--- config.mk ---
export PLATFORM = sky130hd
export DESIGN_NAME = lrc_div
export DESIGN_NICKNAME = d
export VERILOG_FILES = /design/src/rtl/assert_macros.svh /design/src/rtl/lrc_pkg.sv /design/src/rtl/lrc_div.sv
export SDC_FILE = /design/constraint.sdc
export NUM_CORES = 2
export LEC_CHECK = 0
export BUFFER_PORTS_ARGS = -buffer_cell sky130_fd_sc_hd__buf_2
export CAP_MARGIN = 20
export CORE_AREA = 4 4 570 572
export DETAILED_ROUTE_END_ITERATION = 8
export DIE_AREA = 0 0 574 576
export PLACE_DENSITY_LB_ADDON = 0.15
export REMOVE_ABC_BUFFERS = 1
export SLEW_MARGIN = 20
export SYNTH_ARGS = -nofsm -noshare
export SYNTH_HDL_FRONTEND = slang
export SYNTH_SLANG_ARGS = --single-unit
--- constraint.sdc ---
create_clock -name clk -period 10.7 [get_ports clk]
set_clock_uncertainty 0.15 [all_clocks]
set_input_delay 1.605 -clock clk [delete_from_list [all_inputs] [get_ports clk]]
set_output_delay 1.605 -clock clk [all_outputs]
set_load 0.01 [all_outputs]
--- src/rtl/assert_macros.svh ---
// Assertion macros shared by the RTL.
// No dependencies.
`ifndef ASSERT_MACROS_SVH
`define ASSERT_MACROS_SVH

// same-cycle implication
`define LRC_ASSERT_IMP(lbl, clk, rst_n, ante, cons) \
    lbl: assert property (@(posedge clk) disable iff (!rst_n) (ante) |-> (cons)) \
        else $error("lrc assertion failed");

// next-cycle implication
`define LRC_ASSERT_NEXT(lbl, clk, rst_n, ante, cons) \
    lbl: assert property (@(posedge clk) disable iff (!rst_n) (ante) |=> (cons)) \
        else $error("lrc assertion failed");

`endif

--- src/rtl/lrc_pkg.sv ---
// Types and constants for the replica count pipeline.
// No dependencies.
package lrc_pkg;

    localparam int RHS_W  = 128;
    localparam int ROOT_W = 64;
    localparam int REM_W  = 67;
    localparam int D_W    = 64;

    typedef struct packed {
        logic signed [31:0] cell_00;
        logic signed [31:0] cell_01;
        logic signed [31:0] cell_10;
        logic signed [31:0] cell_11;
        logic signed [31:0] radius;
    } in_t;

    typedef struct packed {
        logic [15:0] count_0;
        logic [15:0] count_1;
        logic [33:0] total_replicas;
        logic        degenerate;
        logic        saturated;
    } out_t;

    typedef struct packed {
        logic             valid;
        logic             deg;
        logic [D_W-1:0]   d;
        logic [RHS_W-1:0] rhs0;
        logic [RHS_W-1:0] rhs1;
    } front_t;

    function automatic logic [31:0] abs32(logic signed [31:0] a);
        abs32 = a[31] ? (~a + 32'd1) : a;
    endfunction

endpackage

--- src/rtl/lrc_div.sv ---
// Pipelined ceiling divide of the covering length by the area, with clipping.
// Depends on lrc_pkg.
module lrc_div #(
    parameter int COUNT_MAX = 65535,
    parameter int SIDE_W    = 1,
    parameter int QW        = $clog2(COUNT_MAX + 1)
) (
    input  logic                       clk,
    input  logic                       rst_n,
    input  logic                       en,
    input  logic [lrc_pkg::ROOT_W-1:0] root,
    input  logic                       inexact,
    input  logic [lrc_pkg::D_W-1:0]    d,
    input  logic [SIDE_W-1:0]          side_in,
    output logic [QW-1:0]              count,
    output logic                       sat,
    output logic [SIDE_W-1:0]          side_out
);
    import lrc_pkg::*;

    // stage 0 prepares x = ceil(sqrt) - 1; stages 1..QW are restoring steps
    logic [D_W-1:0]    r_reg    [QW+1];
    logic [QW-1:0]     xl_reg   [QW+1];
    logic [QW-1:0]     q_reg    [QW+1];
    logic [D_W-1:0]    d_reg    [QW+1];
    logic              zero_reg [QW+1];
    logic              ovf_reg  [QW+1];
    logic [SIDE_W-1:0] side_reg [QW+1];

    logic [ROOT_W-1:0] x;
    logic [ROOT_W-1:0] x_hi;
    logic              ovf0;

    assign x    = inexact ? root : (root - ROOT_W'(1));
    assign x_hi = x >> QW;
    assign ovf0 = (x_hi >= d);

    always_ff @(posedge clk or negedge rst_n)
    begin
        if (!rst_n)
            side_reg[0] <= '0;
        else if (en)
            side_reg[0] <= side_in;
    end

    always_ff @(posedge clk)
    begin
        if (en)
        begin
            r_reg[0]    <= ovf0 ? '0 : x_hi;
            xl_reg[0]   <= x[QW-1:0];
            q_reg[0]    <= '0;
            d_reg[0]    <= d;
            zero_reg[0] <= (root == '0) && !inexact;
            ovf_reg[0]  <= ovf0;
        end
    end

    for (genvar k = 1; k <= QW; k++)
    begin : g_step
        logic [D_W:0] r2;
        logic         ge;

        assign r2 = {r_reg[k-1], xl_reg[k-1][QW-1]};
        assign ge = (r2 >= {1'b0, d_reg[k-1]});

        always_ff @(posedge clk or negedge rst_n)
        begin
            if (!rst_n)
                side_reg[k] <= '0;
            else if (en)
                side_reg[k] <= side_reg[k-1];
        end

        always_ff @(posedge clk)
        begin
            if (en)
            begin
                r_reg[k]    <= ge ? D_W'(r2 - {1'b0, d_reg[k-1]}) : r2[D_W-1:0];
                xl_reg[k]   <= {xl_reg[k-1][QW-2:0], 1'b0};
                q_reg[k]    <= {q_reg[k-1][QW-2:0], ge};
                d_reg[k]    <= d_reg[k-1];
                zero_reg[k] <= zero_reg[k-1];
                ovf_reg[k]  <= ovf_reg[k-1];
            end
        end
    end

    always_comb
    begin
        if (zero_reg[QW])
        begin
            count = '0;
            sat   = 1'b0;
        end
        else if (ovf_reg[QW] || (q_reg[QW] >= QW'(COUNT_MAX)))
        begin
            count = QW'(COUNT_MAX);
            sat   = 1'b1;
        end
        else
        begin
            count = q_reg[QW] + QW'(1);
            sat   = 1'b0;
        end
    end

    assign side_out = side_reg[QW];

endmodule

==> Yosys cells after proc, flatten, opt, wreduce, memory -nomap -nowiden <==
Memory sizes are Yosys's and may differ from the RTL's.
Index checks and enable logic that the tools add are counted.
{ "op_classes": {"add_sub_neg": 18, "reduce_logical": 4, "order_cmp": 18, "mux": 24} }
{ "ops": {"columns": ["cell", "n"], "rows": [
  ["64-bit 2-to-1 mux", 17],
  ["65-bit by 64-bit greater-or-equal comparator with 1-bit output", 16],
  ["64-bit subtractor", 16],
  ["48-bit by 64-bit greater-or-equal comparator with 1-bit output", 1],
  ["64-bit zero test", 1],
  ["64-bit by 1-bit subtractor with 64-bit output (second input constant)", 1],
  ["48-bit 2-to-1 mux", 1],
  ["16-bit 2-to-1 mux", 2],
  ["16-bit by 1-bit adder with 16-bit output (second input constant)", 1],
  ["16-bit greater-or-equal comparator (second input constant)", 1],
  ["1-bit 2-to-1 mux", 4],
  ["1-bit logical AND", 1],
  ["1-bit zero test", 1],
  ["1-bit logical OR", 1]
]} }
{ "word_totals": {"regBits": 17, "mem_count": 6, "ram_bits": 2754, "input_bits": 133} }
{ "mem_list": {"columns": ["memory", "depth", "width", "read_ports", "rd_clocked_by_memory_dff", "wr", "line", "rtl"], "rows": [
  ["d_reg", 17, 64, 16, 0, 17, "lrc_div.sv:25", "logic [D_W-1:0] d_reg [QW+1];"],
  ["r_reg", 17, 64, 16, 0, 17, "lrc_div.sv:22", "logic [D_W-1:0] r_reg [QW+1];"],
  ["q_reg", 17, 16, 17, 0, 17, "lrc_div.sv:24", "logic [QW-1:0] q_reg [QW+1];"],
  ["xl_reg", 17, 16, 16, 0, 17, "lrc_div.sv:23", "logic [QW-1:0] xl_reg [QW+1];"],
  ["ovf_reg", 17, 1, 17, 0, 17, "lrc_div.sv:27", "logic ovf_reg [QW+1];"],
  ["zero_reg", 17, 1, 17, 0, 17, "lrc_div.sv:26", "logic zero_reg [QW+1];"]
]} }

==> Longest topological paths before layout <==
An unclocked memory read counts as a cell.
{ "depth": {"depth_word": 5, "mapped_depth": 25, "mapped_depth_nobuf": 22} }

==> Least setup slack after synthesis <==
Ideal clock, no wire load.
{ "synth_path": {"kind": "input -> register", "start": "input port root[15] in the netlist's numbering", "end": "memory r_reg[0][37] (data pin)", "t_arrival_ps": 6140, "setup_slack_ps": 4258, "path_buffers": 4, "cell_stages": 24, "setup_time_ps": 152, "path_cell_list": "or4_1 -> clkbuf_1 -> nand2b_1 -> or3_1 -> buf_2 -> nor3_4 -> nand3_2 -> nor4_1 -> nand2_1 -> xor2_1 -> inv_1 -> ha_1 -> a21o_1 -> a21oi_1 -> nor2b_1 -> o21ai_0 -> nand2b_1 -> a211oi_1 -> o21ai_0 -> a221oi_1 -> nand4_1 -> clkbuf_1 -> clkbuf_1 -> a31oi_1"} }
{ "synth_lines": {"columns": ["element", "line", "rtl"], "rows": [
  ["from (decl)", "lrc_div.sv:11", "input logic [lrc_pkg::ROOT_W-1:0] root,"],
  ["to (decl)", "lrc_div.sv:22", null]
]} }

==> qor.csv <==
stage;metric;value;unit
critical_path;worst path required time;11.17;ns
finish;register area;70630;um^2
finish;Area Growth Syn to Fin;9.493;%
global_routing;largest net degree at the start of global routing;173;
synthesis;count of cell types in the netlist;116;
finish;share of cells above drive strength 1;0.06840;
clock_tree;hold buffers post-CTS;0;
clock_tree;H-tree levels;5;
synthesis;asr flop ratio synth;0.007219;
clock_tree;CTS Buf Count;279;
global_routing;initial antenna violation count;4;
sta;setup violation total in the final timing report;0;
global_routing;GRT Overall Usage;0.2093;
floorplanning;die footprint;330600;um^2
sta;maximum clock rate;131.6;MHz
clock_tree;Clock Tree Root;clkbuf_16;
place;Port Buffer Count;150;
clock_tree;post-CTS setup buffer count;0;
synthesis;area leader, netlist;edfxtp_1;
place;placed cells;17830;
routing;Iteration-0 DRC Markers;5891;
routing;Final ANT Viol Nets;0;
routing;drt first pass iters;6;
global_routing;vias in the first global route;99980;
clock_tree;clk_lat worst skew;0.91;ns
sta;Slew HR;0.1975;
critical_path;Arr. time, crit path;8.07;ns
global_routing;Overflow after GRT;0;
synthesis;ys flop type;edfxtp_1;
clock_tree;clock slew at reported path FFs;0.06;ns
place;RePlAce Congestion;0.9323;
run;maxcap violations;0;
floorplanning;row cnt;208;
routing;DR vias;99530;
critical_path;Setup crit end kind;flip-flop;
sta;fin crit period;7.597;ns
critical_path;Cell Chain, Critical Path;buf_2, or4_1, nor3_2, nand2b_1, or3_1, nor3_4, nand3_2, nor4_1, nand2_1, xor2_1, inv_1, ha_1, a21o_1, a21oi_1, nor2b_1, o21ai_0, nand2b_1, a211oi_1, o21ai_0, a221oi_1, buf_4, nand4_1, buf_4, and3_1;
hold_path;Worst Hold Class;reg2reg;
clock_tree;Post-CTS Resized;0;
power;pwr/cell area;279.7;nW/um^2
floorplanning;Die Y;576;um
synthesis;area share of the leading cell type in the synthesized netlist;0.4901;
critical_path;CP Launch Type;input port;
finish;fill cell count;29560;
critical_path;critical path class;in2reg;
synthesis;Synth warnings;0;
routing;metal2 WL;178.0;mm
clock_tree;Max clock buf depth;4;
sta;final hold vios;0;
place;dpl hpwl;279.6;mm
power;VDD IR-drop max;0.2668;mV
sta;setup TNS;0;ns
routing;DR top layer;met4;
floorplanning;effective utilization at floorplan;0.4475;
synthesis;mapped cell area;143200;um^2
sta;Max Slew Vio Count;0;
synthesis;top post-synthesis cells by area;edfxtp_1 49%, ha_1 9.3%, a21oi_1 4.8%;
global_routing;global-route wire length before repair;553.2;mm
sta;Tcrit/Tclk final;0.7100;
routing;routed wire length;355.4;mm
clock_tree;CTS tree;built;
clock_tree;clock sinks;2355;
critical_path;Worst path max stage delay;0.61;ns
critical_path;slowest library cell on the worst path;nand4_1;
routing;# DRC;0;
synthesis;Seq/Total Area, Yosys;0.4931;
synthesis;Mapped Cells;13900;
finish;max reg flops;1024;
finish;Final Instance Count excl. Fillers;18320;
routing;metal3 WL;9.928;mm
floorplanning;Ports;151;
sta;unrepaired setup endpoints after global routing;false;
finish;multi-input logic area;65420;um^2
floorplanning;core box area;320100;um^2
synthesis;synthesized area per cell;10.31;um^2
critical_path;crit-path max FO;32;
synthesis;Synth Register Bits;2355;
routing;Vias/cell;5.434;
synthesis;EDFF count, synth;2338;
finish;nets@finish;15120;
sta;Worst Max-Slew Pin Slew;1.193;ns
floorplanning;die width;574;um
power;Static Leakage;63.86;nW
outcome;outcome;finished clean;
routing;wire length on met1;142.9;mm
routing;Routed wire per std cell;19.40;um
==> stage by stage <==
step	utilization	instance area, um^2	hold slack [ns]	power (mW)	worst slack [ns]
floorplan	-	141100	0.2503	29.30	3.319
global route	0.4899	156800	0.2429	47.09	2.705
CTS	0.4899	156800	0.2403	44.14	3.043
global placement	0.4623	148000	0.2508	34.76	2.072
detailed placement	0.4623	148000	0.2545	34.75	2.116
finish	0.4899	156800	0.2330	43.86	3.103
==> critical path: cells and delay by family <==
kind	cells	cell delay, ns
AO/OA/AOI/OAI	6	1.12
adder cells (fa/ha/maj)	1	0.29
buffers and inverters	4	0.91
AND/OR/NAND/NOR	12	3.91
XOR/XNOR	1	0.19
==> cell families (layout without fill, tap and decap cells) <==
| family | after synthesis | in the layout | synth area share |
|---|---|---|---|
| other | 0 | 9 | 0 |
| and+or+nand+nor | 3374 | 3374 | 0.1113 |
| DFF | 2355 | 2355 | 0.4931 |
| AOI/OAI and AO/OA | 4057 | 4057 | 0.1752 |
| xor gates and xnor gates | 909 | 909 | 0.05558 |
| muxes | 241 | 241 | 0.01885 |
| buffers and inverters | 1887 | 2097 | 0.05126 |
| adders and majority gates | 1075 | 1075 | 0.09469 |
==> worst paths after layout <==
check / startpoint / to / slack (ns) / depth (start not counted)
max: root[9] / ovf_reg[0][0] / 3.10 / 24
min reg2reg: q_reg[6][4] / q_reg[7][5] / 0.23 / 0
min in group asynchronous: rst_n / side_reg[7] / 0.49 / 1
max in group asynchronous: rst_n / side_reg[10] / 9.64 / 1
min: q_reg[6][4] / q_reg[7][5] / 0.23 / 0
max reg2reg: d_reg[0][69] / r_reg[0][136] / 4.96 / 13
==> placed cells by master (no fill, tap or decap), drive strengths merged, types with 116 or more instances in the layout <==
| master | instances |
|---|---|
| edfxtp | 2338 |
| inv | 1398 |
| a21oi | 1387 |
| nand2 | 1066 |
| ha | 1060 |
| o21ai | 975 |
| nor2 | 933 |
| a21o | 550 |
| xnor2 | 518 |
| xor2 | 391 |
| clkbuf | 324 |
| nand4 | 267 |
| mux2 | 230 |
| buf | 230 |
| nand3 | 223 |
| o21bai | 197 |
| nor3 | 183 |
| a31oi | 181 |
| nand2b | 132 |
| nor2b | 120 |
| clkinv | 118 |
| o21a | 116 |
==> synthesized netlist by cell type (all sizes together) (35+ instances only) <==
cell / instances
edfxtp: 2338
a21oi: 1387
inv: 1385
nand2: 1066
ha: 1060
o21ai: 975
nor2: 933
a21o: 550
xnor2: 518
xor2: 391
clkbuf: 371
nand4: 267
mux2: 230
nand3: 223
o21bai: 197
nor3: 183
a31oi: 181
nand2b: 132
buf: 131
nor2b: 120
o21a: 116
and3: 91
a211oi: 85
o31ai: 74
nor4: 70
and2: 63
o211ai: 62
or3: 54
a21boi: 45
o31a: 36
or4: 35
==> final cells by class <==
class                      count  area share
inverter                    1385     0.03316
tap                         4200     0.03351
sequential                  2355      0.4504
antenna                        9   0.0001436
clock buffer                 324     0.04573
clock inverter               158     0.01055
timing repair buffer         230    0.009430
multi-input combinational   9656      0.4171
==> metal layers <==
layer,up-vias,global-route usage
met3,817,0.02083
li1,50760,-
met2,1952,0.3811
met4,0,0.1247
met5,-,0
met1,46000,0.2373
==> power by group <==
group / total, mW / internal [mW] / switching (mW)
sequential: 14.5 / 13.3 / 1.18
combinational: 20.2 / 7.98 / 12.2
clock: 9.16 / 5.33 / 3.83
No activity file was read; power rests on OpenSTA's default activity.
